### config.mk
export PLATFORM = sky130hd
export DESIGN_NAME = sync_frame_parser_sum_check
export DESIGN_NICKNAME = d
export VERILOG_FILES = /design/src/design/sfpsc_pkg.sv /design/src/design/sync_frame_parser_sum_check.sv
export SDC_FILE = /design/constraint.sdc
export NUM_CORES = 1
export LEC_CHECK = 0
export BUFFER_PORTS_ARGS = -buffer_cell sky130_fd_sc_hd__buf_2
export CORE_UTILIZATION = 40
export CTS_CLUSTER_DIAMETER = 200
export DETAILED_ROUTE_END_ITERATION = 8
export PLACE_DENSITY = 0.61
export SYNTH_ARGS = -nofsm -noshare
export SYNTH_HDL_FRONTEND = slang
export SYNTH_SLANG_ARGS = --single-unit
### constraint.sdc
create_clock -name aclk -period 7.09 [get_ports aclk]
set_clock_uncertainty 0.1 [all_clocks]
set_input_delay 0 -clock aclk [delete_from_list [all_inputs] [get_ports aclk]]
set_output_delay 0 -clock aclk [all_outputs]
set_load 0.1 [all_outputs]
### src/design/sfpsc_pkg.sv
// ----------------------------------------------------------------------------
// sfpsc_pkg: shared types and constants of the sync frame parser
// Event codes, register indexes, reset values and the result layout.
// ----------------------------------------------------------------------------
`default_nettype none

package sfpsc_pkg;

    // largest payload length accepted in the length byte
    localparam logic [7:0] MAX_PAYLOAD = 8'd254;

    // reset values of the configuration registers
    localparam logic [7:0] START_BYTE_RST  = 8'd250;
    localparam logic [7:0] BUS_ID_BYTE_RST = 8'd255;

    // configuration register indexes
    typedef enum logic [0:0] {
        CFG_START_BYTE  = 1'b0,
        CFG_BUS_ID_BYTE = 1'b1
    } cfg_index_t;

    // result event codes
    typedef enum logic [2:0] {
        EV_NONE     = 3'd0,
        EV_PAYLOAD  = 3'd1,
        EV_GOOD     = 3'd2,
        EV_BAD_BID  = 3'd3,
        EV_TOO_LONG = 3'd4,
        EV_BAD_SUM  = 3'd5
    } evt_code_t;

    // one result, event code in the lowest bits
    typedef struct packed {
        logic [7:0] frame_length;
        logic [7:0] message_id;
        logic [7:0] payload_index;
        logic [7:0] payload_byte;
        evt_code_t  event_res;
    } result_t;

    localparam int RESULT_W  = $bits(result_t);
    localparam int M_TDATA_W = ((RESULT_W + 7) / 8) * 8;

endpackage

`default_nettype wire

### src/design/sync_frame_parser_sum_check.sv
// ----------------------------------------------------------------------------
// sync_frame_parser_sum_check: byte stream frame parser with additive checksum
// Finds frames of start, bus id, message id, length, payload and checksum
// bytes and reports one result transaction per received byte.
// ----------------------------------------------------------------------------
// Usage:
//   s_* carries one received byte per transaction. m_* returns exactly one
//   result transaction per input byte: event code, payload byte and index
//   (valid on payload events, zero otherwise), and the message id and the
//   declared length of the current frame. Payload bytes may be stored by
//   the consumer and committed on a frame good event.
//   The result is registered and valid in the cycle after the input transaction.
//   Throughput is one byte per cycle while the receiver keeps up: the whole parse
//   step is one state update between the input handshake and the result register.
//   When the receiver stalls, the result register holds and s_tready drops
//   until it is taken; a new byte is accepted in the same cycle the pending
//   result leaves.
//   Reset (aresetn low, synchronous) returns the parser to hunting for the
//   start byte, clears the frame state and loads the register defaults
//   (start byte 250, bus id 255). The user must write registers through
//   cfg_we, cfg_addr, cfg_wdata only while the stream is idle; not enforced.
// ----------------------------------------------------------------------------
`default_nettype none

module sync_frame_parser_sum_check
    import sfpsc_pkg::*;
(
    input  wire logic                 aclk,
    input  wire logic                 aresetn,
    // configuration write port
    input  wire logic                 cfg_we,
    input  wire logic [0:0]           cfg_addr,
    input  wire logic [7:0]           cfg_wdata,
    // received bytes
    input  wire logic                 s_tvalid,
    output      logic                 s_tready,
    input  wire logic [7:0]           s_tdata,   // [7:0] rx_byte
    // results
    output      logic                 m_tvalid,
    input  wire logic                 m_tready,
    // [2:0] event_res, [10:3] payload_byte, [18:11] payload_index,
    // [26:19] message_id, [34:27] frame_length, rest zero
    output      logic [M_TDATA_W-1:0] m_tdata
);

    typedef enum logic [2:0] {
        PH_HUNT  = 3'd0,
        PH_START = 3'd1,
        PH_BID   = 3'd2,
        PH_MID   = 3'd3,
        PH_DATA  = 3'd4,
        PH_CK    = 3'd5
    } phase_t;

    logic [7:0] start_byte_reg;
    logic [7:0] bus_id_byte_reg;

    phase_t     phase_reg, phase_next;
    logic [7:0] current_id_reg, current_id_next;
    logic [7:0] declared_length_reg, declared_length_next;
    logic [7:0] byte_index_reg, byte_index_next;
    logic [7:0] running_sum_reg, running_sum_next;

    result_t    result_reg, result_next;
    logic       m_tvalid_reg;

    logic       s_accept;
    logic [7:0] index_inc;

    assign s_tready = !m_tvalid_reg || m_tready;
    assign s_accept = s_tvalid && s_tready;
    assign m_tvalid = m_tvalid_reg;
    assign m_tdata  = {{(M_TDATA_W - RESULT_W){1'b0}}, result_reg};
    assign index_inc = byte_index_reg + 8'd1;

    // configuration registers
    always_ff @(posedge aclk) begin
        if (!aresetn) begin
            start_byte_reg  <= START_BYTE_RST;
            bus_id_byte_reg <= BUS_ID_BYTE_RST;
        end else if (cfg_we) begin
            unique case (cfg_index_t'(cfg_addr))
                CFG_START_BYTE:  start_byte_reg  <= cfg_wdata;
                CFG_BUS_ID_BYTE: bus_id_byte_reg <= cfg_wdata;
                default:         ;
            endcase
        end
    end

    // parse step for one received byte
    always_comb begin
        phase_next           = phase_reg;
        current_id_next      = current_id_reg;
        declared_length_next = declared_length_reg;
        byte_index_next      = byte_index_reg;
        running_sum_next     = running_sum_reg + s_tdata;
        result_next          = '0;
        result_next.event_res = EV_NONE;

        unique case (phase_reg)
            PH_START: begin
                if (s_tdata != bus_id_byte_reg) begin
                    result_next.event_res = EV_BAD_BID;
                    phase_next = PH_HUNT;
                end else begin
                    phase_next = PH_BID;
                end
            end
            PH_BID: begin
                current_id_next = s_tdata;
                phase_next      = PH_MID;
            end
            PH_MID: begin
                declared_length_next = s_tdata;
                byte_index_next      = 8'd0;
                priority if (s_tdata > MAX_PAYLOAD) begin
                    result_next.event_res = EV_TOO_LONG;
                    phase_next = PH_HUNT;
                end else if (s_tdata == 8'd0) begin
                    phase_next = PH_CK;
                end else begin
                    phase_next = PH_DATA;
                end
            end
            PH_DATA: begin
                result_next.event_res     = EV_PAYLOAD;
                result_next.payload_byte  = s_tdata;
                result_next.payload_index = byte_index_reg;
                byte_index_next           = index_inc;
                if (index_inc >= declared_length_reg) begin
                    phase_next = PH_CK;
                end
            end
            PH_CK: begin
                result_next.event_res = (running_sum_next == 8'd0) ? EV_GOOD : EV_BAD_SUM;
                phase_next = PH_HUNT;
            end
            default: begin
                // hunting: the sum restarts after the start byte
                if (s_tdata == start_byte_reg) begin
                    running_sum_next = 8'd0;
                    phase_next       = PH_START;
                end else begin
                    phase_next = PH_HUNT;
                end
            end
        endcase

        result_next.message_id   = current_id_next;
        result_next.frame_length = declared_length_next;
    end

    // frame state, updated once per accepted byte
    always_ff @(posedge aclk) begin
        if (!aresetn) begin
            phase_reg           <= PH_HUNT;
            current_id_reg      <= 8'd0;
            declared_length_reg <= 8'd0;
            byte_index_reg      <= 8'd0;
            running_sum_reg     <= 8'd0;
        end else if (s_accept) begin
            phase_reg           <= phase_next;
            current_id_reg      <= current_id_next;
            declared_length_reg <= declared_length_next;
            byte_index_reg      <= byte_index_next;
            running_sum_reg     <= running_sum_next;
        end
    end

    // result register
    always_ff @(posedge aclk) begin
        if (!aresetn) begin
            m_tvalid_reg <= 1'b0;
        end else if (s_accept) begin
            m_tvalid_reg <= 1'b1;
        end else if (m_tready) begin
            m_tvalid_reg <= 1'b0;
        end
    end

    always_ff @(posedge aclk) begin
        if (s_accept) begin
            result_reg <= result_next;
        end
    end

    // payload data only arrives for a legal nonzero length
    assert property (@(posedge aclk) disable iff (!aresetn)
        phase_reg == PH_DATA |-> (declared_length_reg != 8'd0) &&
                                 (declared_length_reg <= MAX_PAYLOAD))
    else $error("payload phase with illegal declared length");

    // a payload index always lies inside the declared frame
    assert property (@(posedge aclk) disable iff (!aresetn)
        m_tvalid_reg && result_reg.event_res == EV_PAYLOAD
        |-> result_reg.payload_index < result_reg.frame_length)
    else $error("payload index beyond frame length");

    // a byte taken in the checksum phase closes the frame with a verdict
    assert property (@(posedge aclk) disable iff (!aresetn)
        s_accept && phase_reg == PH_CK
        |=> m_tvalid_reg && (result_reg.event_res == EV_GOOD ||
                             result_reg.event_res == EV_BAD_SUM))
    else $error("checksum byte without frame verdict");

    // every accepted byte produces a pending result next cycle
    assert property (@(posedge aclk) disable iff (!aresetn)
        s_accept |=> m_tvalid_reg)
    else $error("accepted byte without result");

endmodule

`default_nettype wire

**Yosys cells after proc, flatten, opt, wreduce, memory -nomap -nowiden**

Index checks and enable logic that the tools add are counted.

- Register bits: 87
- Bits in latches: 0
- Bits in writable memories: 0
- ROM bits: 0
- Input port bits: 22
- Output and inout port bits: 42
- Logic and storage cells: 55
- Memories: 0

- Add/sub/neg operators: 2
- Multiply operators: 0
- Divide/modulo/power cells: 0
- $lt $le $gt $ge: 2
- Equality and inequality tests: 8
- Shift operators: 0
- Multiplexer cells: 17
- Bitwise operators: 1
- Reductions and logical operators: 12

Operators by type and width:

| kind | number |
|---|---|
| $mux W8 | 4 |
| $logic_not A8 Y1 | 2 |
| $pmux W8 S2 | 1 |
| $pmux W3 S5 | 1 |
| $mux W3 | 4 |
| $pmux W3 S4 | 1 |
| $add A8 B1 Y8 const B | 1 |
| $add A8 B8 Y8 | 1 |
| $eq A8 B8 Y1 | 1 |
| $ge A8 B8 Y1 | 1 |
| $gt A8 B8 Y1 const B | 1 |
| $ne A8 B8 Y1 | 1 |
| $reduce_and A2 Y1 | 4 |
| $eq A3 B2 Y1 const B | 2 |
| $eq A3 B3 Y1 const B | 2 |
| $reduce_or A5 Y1 | 1 |
| $mux W1 | 4 |
| $mux W2 | 2 |
| $reduce_bool A2 Y1 | 2 |
| $eq A3 B1 Y1 const B | 1 |
| $ne A2 B2 Y1 const B | 1 |
| $logic_and A1 B1 Y1 | 1 |
| $logic_not A1 Y1 | 1 |
| $logic_or A1 B1 Y1 | 1 |
| $not A1 Y1 | 1 |

**Depth between registers and ports, before layout**

Gate-level depths: netlist of the first run.

- Depth in word-level cells: 4
- Gate-level depth with buffers: 12
- Mapped depth without buffers: 11

**Least setup slack after synthesis of the first run**

OpenSTA, ideal clock, no wires.

- Path type: reg2reg
- From: register m_tvalid_reg, in the netlist m_tvalid
- To: register phase_reg[2]
- Setup time: 0.075 ns
- Arrival: 3.896 ns
- Data required time: 6.915 ns
- Setup slack: 3.020 ns
- Stages on the path, launching flop included: 9
- Buffers on the path: 1
- Clock period less this slack: 4.070 ns
- Cell sequence: dfxtp_1 -> nand2b_1 -> nand2_1 -> inv_1 -> clkbuf_1 -> nand2_2 -> o21ai_0 -> nand2_1 -> o22ai_1

- Cells in the longest elaborated chain, start to end: 4

Ends and longest elaborated chain:

| what | line | text |
|---|---|---|
| start: declaration | sync_frame_parser_sum_check.sv:65 | `logic m_tvalid_reg;` |
| start signal: assignment | sync_frame_parser_sum_check.sv:173 | `m_tvalid_reg <= 1'b0;` |
| start signal: assignment | sync_frame_parser_sum_check.sv:175 | `m_tvalid_reg <= 1'b1;` |
| start signal: assignment | sync_frame_parser_sum_check.sv:177 | `m_tvalid_reg <= 1'b0;` |
| $logic_not A1 Y1 | sync_frame_parser_sum_check.sv:70 | `assign s_tready = !m_tvalid_reg \|\| m_tready;` |
| $logic_or A1 B1 Y1 | sync_frame_parser_sum_check.sv:70 |  |
| named net s_tready | sync_frame_parser_sum_check.sv:36 | `output logic s_tready,` |
| $logic_and A1 B1 Y1 | sync_frame_parser_sum_check.sv:71 | `assign s_accept = s_tvalid && s_tready;` |
| named net s_accept | sync_frame_parser_sum_check.sv:67 | `logic s_accept;` |
| $reduce_and A2 Y1 (no source line) | -- |  |
| end signal: assignment | sync_frame_parser_sum_check.sv:162 | `phase_reg <= phase_next;` |
| end: declaration | sync_frame_parser_sum_check.sv:58 | `phase_t phase_reg, phase_next;` |

The timed path passes the listed nets, and every way through them passes these cells.
A chain may end at the register's enable or synchronous reset.

**Final worst setup path of the first run**

- From: register m_tvalid_reg, in the netlist m_tvalid
- To: register byte_index_reg[5]

- Cells in the longest elaborated chain, start to end: 4

Ends and longest elaborated chain:

| what | line | text |
|---|---|---|
| $logic_not A1 Y1 | sync_frame_parser_sum_check.sv:70 |  |
| $logic_or A1 B1 Y1 | sync_frame_parser_sum_check.sv:70 |  |
| $logic_and A1 B1 Y1 | sync_frame_parser_sum_check.sv:71 |  |
| $reduce_and A2 Y1 (no source line) | -- |  |
| end signal: assignment | sync_frame_parser_sum_check.sv:165 | `byte_index_reg <= byte_index_next;` |
| end: declaration | sync_frame_parser_sum_check.sv:61 | `logic [7:0] byte_index_reg, byte_index_next;` |

Every way passes these cells.

==> flow_metrics.tcl, run 1 <==
set metrics [dict create \
    synth-xor-area-share 0.0515 \
    tns_ns 0 \
    dp_slack_ns 4.10 \
    start_kind "flop" \
    track_usage 0.182 \
    stdcell_count 639 \
    drv_cap 0 \
    wl_um 9610 \
    post-dp-hpwl_um 6450 \
    status "finished, final reports clean" \
    antenna_left 0 \
    min_to "bus_id_byte_reg[5]" \
    areaGrowthSynthToFinish_pct 19.5 \
    nets 537 \
    setup-violations-final 0 \
    cts_tree "built" \
    yosysWarnings 0 \
    required_ns 7.28 \
    postPlaceCellArea_mm2 0.00458 \
    crit_fanout 25 \
    ys_seq_area_frac 0.492 \
    fp.coreArea_mm2 0.0103 \
    seqCellArea_mm2 0.00209 \
    synth_top_family_by_area "simple AND/OR/NAND/NOR gates" \
    drv_slew 0 \
    fmax_mhz 328 \
    syn_area_mm2 0.00425 \
    multiInputGateArea_mm2 0.00198 \
    finalPower_mw 1.19 \
    avgRoutedWirePerCell_um 15.0 \
    ios 64 \
    clockBufferDepth 2 \
    rsz0062_at_grt "no" \
    period_needed_ns 3.05 \
    whs_ns 0.0101 \
    drc_errors 0 \
    ys.flop_type "dfxtp_1" \
    worst_slack_ns 4.04 \
    drtPass1Iterations 4 \
    largest_register_ffs 35 \
    rows 37 \
    clk_latency_ns 0.36 \
    cts_max_level 3 \
    hold_violations 0 \
    viasPerCell 5.08 \
    synthDistinctLibCells 55 \
    grt_pass1_wl_um 15500 \
    overflow 0 \
    r2r-end "byte_index_reg[5]" \
    start_util 0.411 \
    holdPathStages 4 \
    fillCellCount 975 \
    relSlewSlack 0.301 \
    io_buffers 58 \
    synthAdderAreaFrac 0.0518 \
    die_area_mm2 0.0110 \
    r2r_setup_slack_ns 4.04 \
    peakVddDrop_v 0.0000973 \
    cts.sinks 87 \
    syn_avg_cell_area_um2 9.86 \
    final_util 0.492 \
    diodes 0 \
    drt_iter0_drc 155 \
    antenna_found_initial 0 \
    drive_gt1_frac 0.203 \
    critPathKind "reg2reg" \
    grt_max_degree 38 \
    die_w_um 105 \
    clkTransAtPathRegs_ns 0.10 \
    dp_cells 599 \
    powerDensity_mw_per_mm2 235 \
    r2r-start "m_tvalid" \
    synth-edff-count 35 \
    leakagePower_nw 2.12 \
    r2r_cells 7 \
    synth_mux_area_frac 0.0613 \
    synth_seq_cells 87 \
    synth_compound_area_frac 0.0987 \
    min_from "cfg_we" \
    cts_resized 0 \
    period_share 0.430 \
    synth-async-reset-ratio 0 \
    die_y_um 105 \
    cts-root-buf "clkbuf_8" \
    worst_pin_slew_ns 1.04 \
    hold_class "in2reg" \
    end_kind "flop" \
    grt_pass1_vias 3164 \
    gp_congestion 0.818 \
    vias 3247 \
    stdcell_area_mm2 0.00508 \
    cts_buffers 9 \
    syn_inst 431 \
    yosys.area_share.simple 0.197 \
    arrival_ns 3.24 \
]
-- cells in the mapped netlist, types with 4 or more instances --
cell type / n / area share
nand2_1: 61 / 0.054
dfxtp_1: 52 / 0.25
edfxtp_1: 35 / 0.25
nor2_1: 32 / 0.028
a21oi_1: 21 / 0.025
clkbuf_1: 21 / 0.019
and2_1: 18 / 0.027
nand3_1: 17 / 0.020
ha_1: 16 / 0.047
mux2_2: 16 / 0.042
xor2_1: 15 / 0.031
inv_1: 11 / 0.0097
xnor2_1: 10 / 0.021
a22oi_1: 9 / 0.016
mux2i_1: 8 / 0.019
o21ai_0: 8 / 0.0094
nand2b_1: 7 / 0.010
buf_4: 6 / 0.011
nor4_1: 6 / 0.0088
and3_1: 5 / 0.0074
nor3_1: 4 / 0.0047
nor3b_1: 4 / 0.0071
o21a_1: 4 / 0.0071
-- power by group --
group | leakage, nW | internal [mW] | switching, mW
sequential | 0.777 | 0.540 | 0.0103
combinational | 1.22 | 0.0540 | 0.155
clock | 0.123 | 0.240 | 0.195
-- layout by cell type (no fill, tap or decap), types with 4 or more instances in the layout --
| cell | n |
|---|---|
| nand2_1 | 61 |
| buf_2 | 58 |
| dfxtp_1 | 52 |
| edfxtp_1 | 35 |
| nor2_1 | 32 |
| dlygate4sd3_1 | 24 |
| a21oi_1 | 21 |
| and2_1 | 18 |
| nand3_1 | 17 |
| mux2_2 | 16 |
| ha_1 | 16 |
| xor2_1 | 15 |
| inv_1 | 11 |
| xnor2_1 | 10 |
| a22oi_1 | 9 |
| clkbuf_8 | 9 |
| o21ai_0 | 8 |
| mux2i_1 | 8 |
| nand2b_1 | 7 |
| nor4_1 | 6 |
| and3_1 | 5 |
| conb_1 | 5 |
| o21a_1 | 4 |
| nor3_1 | 4 |
-- what timing repair did --
item,4_1_cts,5_1_grt
endpoints found under the hold margin,25,0
hold buffers,24,0
setup buffers,0,0
-- how the worst max path moves through the flow --
stage             start           endpoint  slack [ns]  depth (start not counted)
2_1_floorplan  m_tvalid       phase_reg[2]        3.02                          8
3_3_place_gp   m_tvalid  byte_index_reg[4]        4.12                          7
3_5_place_dp   m_tvalid  byte_index_reg[4]        4.10                          7
4_1_cts        m_tvalid  byte_index_reg[5]        4.07                          7
5_1_grt        m_tvalid  byte_index_reg[4]        3.81                          7
6_report       m_tvalid  byte_index_reg[5]        4.04                          7
-- worst max-delay path, stage by stage (launching register included) --
cell,delay (ns)
dfxtp_1,0.32
nand2b_1,0.11
nand2_1,0.47
inv_1,0.74
buf_4,0.43
nand2_1,0.24
or3_1,0.40
a21oi_1,0.14
-- cell type report --
type                    instances  area share
flip-flops and latches         87       0.412
multi-input cells             305       0.390
repair buffers                 83       0.106
well taps                     136      0.0335
clock inverters                 7      0.0254
clock buffers                   9      0.0244
inverters                      12     0.00887
-- cells by family after synthesis --
family                   Yosys count
multiplexers                      24
AO/OA/AOI/OAI                     63
adder cells (fa/ha/maj)           17
XOR/XNOR                          25
AND/OR/NAND/NOR                  171
buffers and inverters             43
flip-flops                        87
other                              1
-- layer usage --
metal	up-vias	GRT usage	share of wire
met5	-	0	0
met4	0	0.0805	0.021
met3	15	0.0293	0.034
met2	67	0.317	0.49
met1	1544	0.221	0.45
li1	1621	-	-
(Power assumes the default switching activity.)
==> run 2, diff against run 1 <==
ABC_AREA = 1   (was default)
clock period = 3.1 ns   (was 7.09 ns; I/O delays follow)
==> run 2 against run 1 <==
  * First-iteration DRC count increased by 9.7%
  * Total power increased by 130%
  * Sequential power increased by 140%
  * Design area increased by 1.5%
  * Routed wire length about the same
  * Non-clock buffer count decreased by 1
  * Clock-buffer cell count unchanged
  * Die area increased by 2.5%
  * Synthesized cell count increased by 23%
  * Combinational power increased to 3.1 times the previous value
  * Global-route usage decreased by 0.14 points
==> flow_metrics.tcl, run 2 <==
set metrics [dict create \
    cts-root-buf "clkbuf_8" \
    arrival_ns 2.50 \
    worst_pin_slew_ns 0.560 \
    viasPerCell 4.89 \
    syn_avg_cell_area_um2 8.20 \
    period_needed_ns 2.34 \
    path_cells "nand3_1 > nor2_1 > nand3_1 > nor2_1 > nand2_1 > and2_1 > ha_1 > a21o_1 > nor2_1 > nand4_1 > nand2_1 > nand2_1 > nand2_1 > nor2_1" \
    mostFrequentLayoutCells "nand2_1 (124), inv_1 (61), nor2_1 (60)" \
    hold_buffers 20 \
    end_kind "flop" \
    start_util 0.416 \
    multiInputGateArea_mm2 0.00192 \
    syn_area_mm2 0.00436 \
    wl_um 9600 \
    synthDistinctLibCells 38 \
    tns_ns 0 \
    setup-violations-final 0 \
    synth_top_area_cell "edfxtp_1" \
    drv_slew 0 \
    fmax_mhz 427 \
    antenna_found_initial 0 \
    leakagePower_nw 2.41 \
    synth_seq_cells 87 \
    rsz0062_at_grt "no" \
    ios 64 \
    diodes 0 \
    fp.coreArea_mm2 0.0105 \
    required_ns 3.26 \
    relSlewSlack 0.625 \
    overflow 0 \
    io_buffers 58 \
    antenna_left 0 \
    track_usage 0.181 \
    ys_seq_area_frac 0.480 \
    slowest_delay_ns 0.42 \
    critPathKind "reg2reg" \
    drive_gt1_frac 0.171 \
    avgRoutedWirePerCell_um 12.8 \
    hold_class "in2reg" \
    drc_errors 0 \
    drv_cap 0 \
    cts_max_level 3 \
    cts_tree "built" \
    drtPass1Iterations 4 \
    grt_max_degree 23 \
    stdcell_count 750 \
    seqCellArea_mm2 0.00209 \
    dp_cells 714 \
    areaGrowthSynthToFinish_pct 18.3 \
    clockBufferDepth 2 \
    vias 3668 \
    synth.most_common_cell "nand2_1" \
    clkTransAtPathRegs_ns 0.10 \
    syn_inst 531 \
    grt_use_met3 0.0349 \
    synth_top_cells_by_area "edfxtp_1 (24%), dfxtp_1 (24%), nand2_1 (11%)" \
    busiest_layer "met2" \
    drt_iter0_drc 170 \
    fillCellCount 1063 \
    gp_congestion 0.829 \
    post_cts_buffers 0 \
    crit_fanout 5 \
    die_area_mm2 0.0113 \
    yosysTopAreaCellShare 0.241 \
    yosys-top-cells-count "nand2_1 (125), inv_1 (62), nor2_1 (60)" \
    peakVddDrop_v 0.000301 \
    die_y_um 106 \
    use_met2 0.311 \
    yosysWarnings 0 \
    use_met1 0.229 \
    slowest_stage "dfxtp_1" \
    cts.sinks 87 \
    cts_resized 0 \
    final_util 0.492 \
    post-dp-hpwl_um 6720 \
    die_w_um 106 \
    ys.flop_type "dfxtp_1" \
    clk_latency_ns 0.36 \
    period_share 0.755 \
    powerDensity_mw_per_mm2 532 \
    nets 648 \
    synth-edff-count 35 \
    hold_violations 0 \
    crit_buf_inv 0 \
    rows 37 \
    status "finished, final reports clean" \
    grt_pass1_vias 3475 \
    grt_pass1_wl_um 16000 \
    synth-async-reset-ratio 0 \
    largest_register_ffs 35 \
    cts_buffers 9 \
    crit_family "simple AND/OR/NAND/NOR gates" \
    layout_commonest_cell "nand2_1" \
    start_kind "flop" \
]
==> run 2: changes by cell type after synthesis, sizes merged, moves of 17 or more <==
cell	delta
nand2	+67
and2	-17
o21ai	+27
nor2	+31
inv	+53
nand3	+21
==> run 2: power breakdown <==
part           switching, mW  leakage, nW  total (mW)  internal (mW)
clock                  0.468       0.0981       0.786          0.318
combinational          0.493         1.53       0.657          0.165
sequential            0.0328        0.782        1.30           1.27
total                  0.994         2.41        2.74           1.75
==> run 2: layout make-up <==
cell class                      count  share of cell area
Sequential cell                    87               0.406
Multi-Input combinational cell    364               0.373
Timing Repair Buffer               82               0.101
Inverter                           65              0.0478
Tap cell                          136              0.0330
Clock buffer                        9              0.0240
Clock inverter                      7              0.0146
==> run 2: worst paths after layout <==
check	from	end	slack, ns	depth (start not counted)
max	byte_index_reg[2]	phase_reg[1]	0.76	14
min	cfg_we	start_byte_reg[5]	0.01	5
max reg2reg	byte_index_reg[2]	phase_reg[1]	0.76	14
min reg2reg	running_sum_reg[4]	running_sum_reg[4]	0.38	2
==> run 2: metal layers <==
metal,part of all wire,vias to the layer above
met3,0.045,16
met1,0.45,1701
met4,0.016,0
met5,0,-
li1,-,1860
met2,0.49,91
==> run 2: worst min-delay path, stage by stage <==
cell and delay (ns):
buf_2 0.10, inv_1 0.04, nor2_1 0.12, nand2_1 0.09, nand3_1 0.06
==> run 2: cell families after synthesis <==
| kind of cell | count (synthesis) | synth area share |
|---|---|---|
| AND/OR/NAND/NOR | 247 | 0.248 |
| buffers and inverters | 84 | 0.0821 |
| adder cells (fa/ha/maj) | 17 | 0.0505 |
| XOR/XNOR | 22 | 0.0442 |
| flip-flops | 87 | 0.480 |
| other | 1 | 0.000861 |
| AO/OA/AOI/OAI | 73 | 0.0936 |
==> run 2: stage by stage <==
stage | setup WS [ns] | hold WS (ns) | power [mW] | area [um^2]
2_1_floorplan | 0.318 | 0.0132 | 1.85 | 4370
3_3_place_gp | 0.862 | 0.115 | 1.95 | 4750
3_5_place_dp | 0.785 | 0.121 | 1.96 | 4750
4_1_cts | 0.757 | 0.00699 | 2.77 | 5150
5_1_grt | 0.555 | 0.0616 | 2.88 | 5150
6_report | 0.759 | 0.0139 | 2.74 | 5150
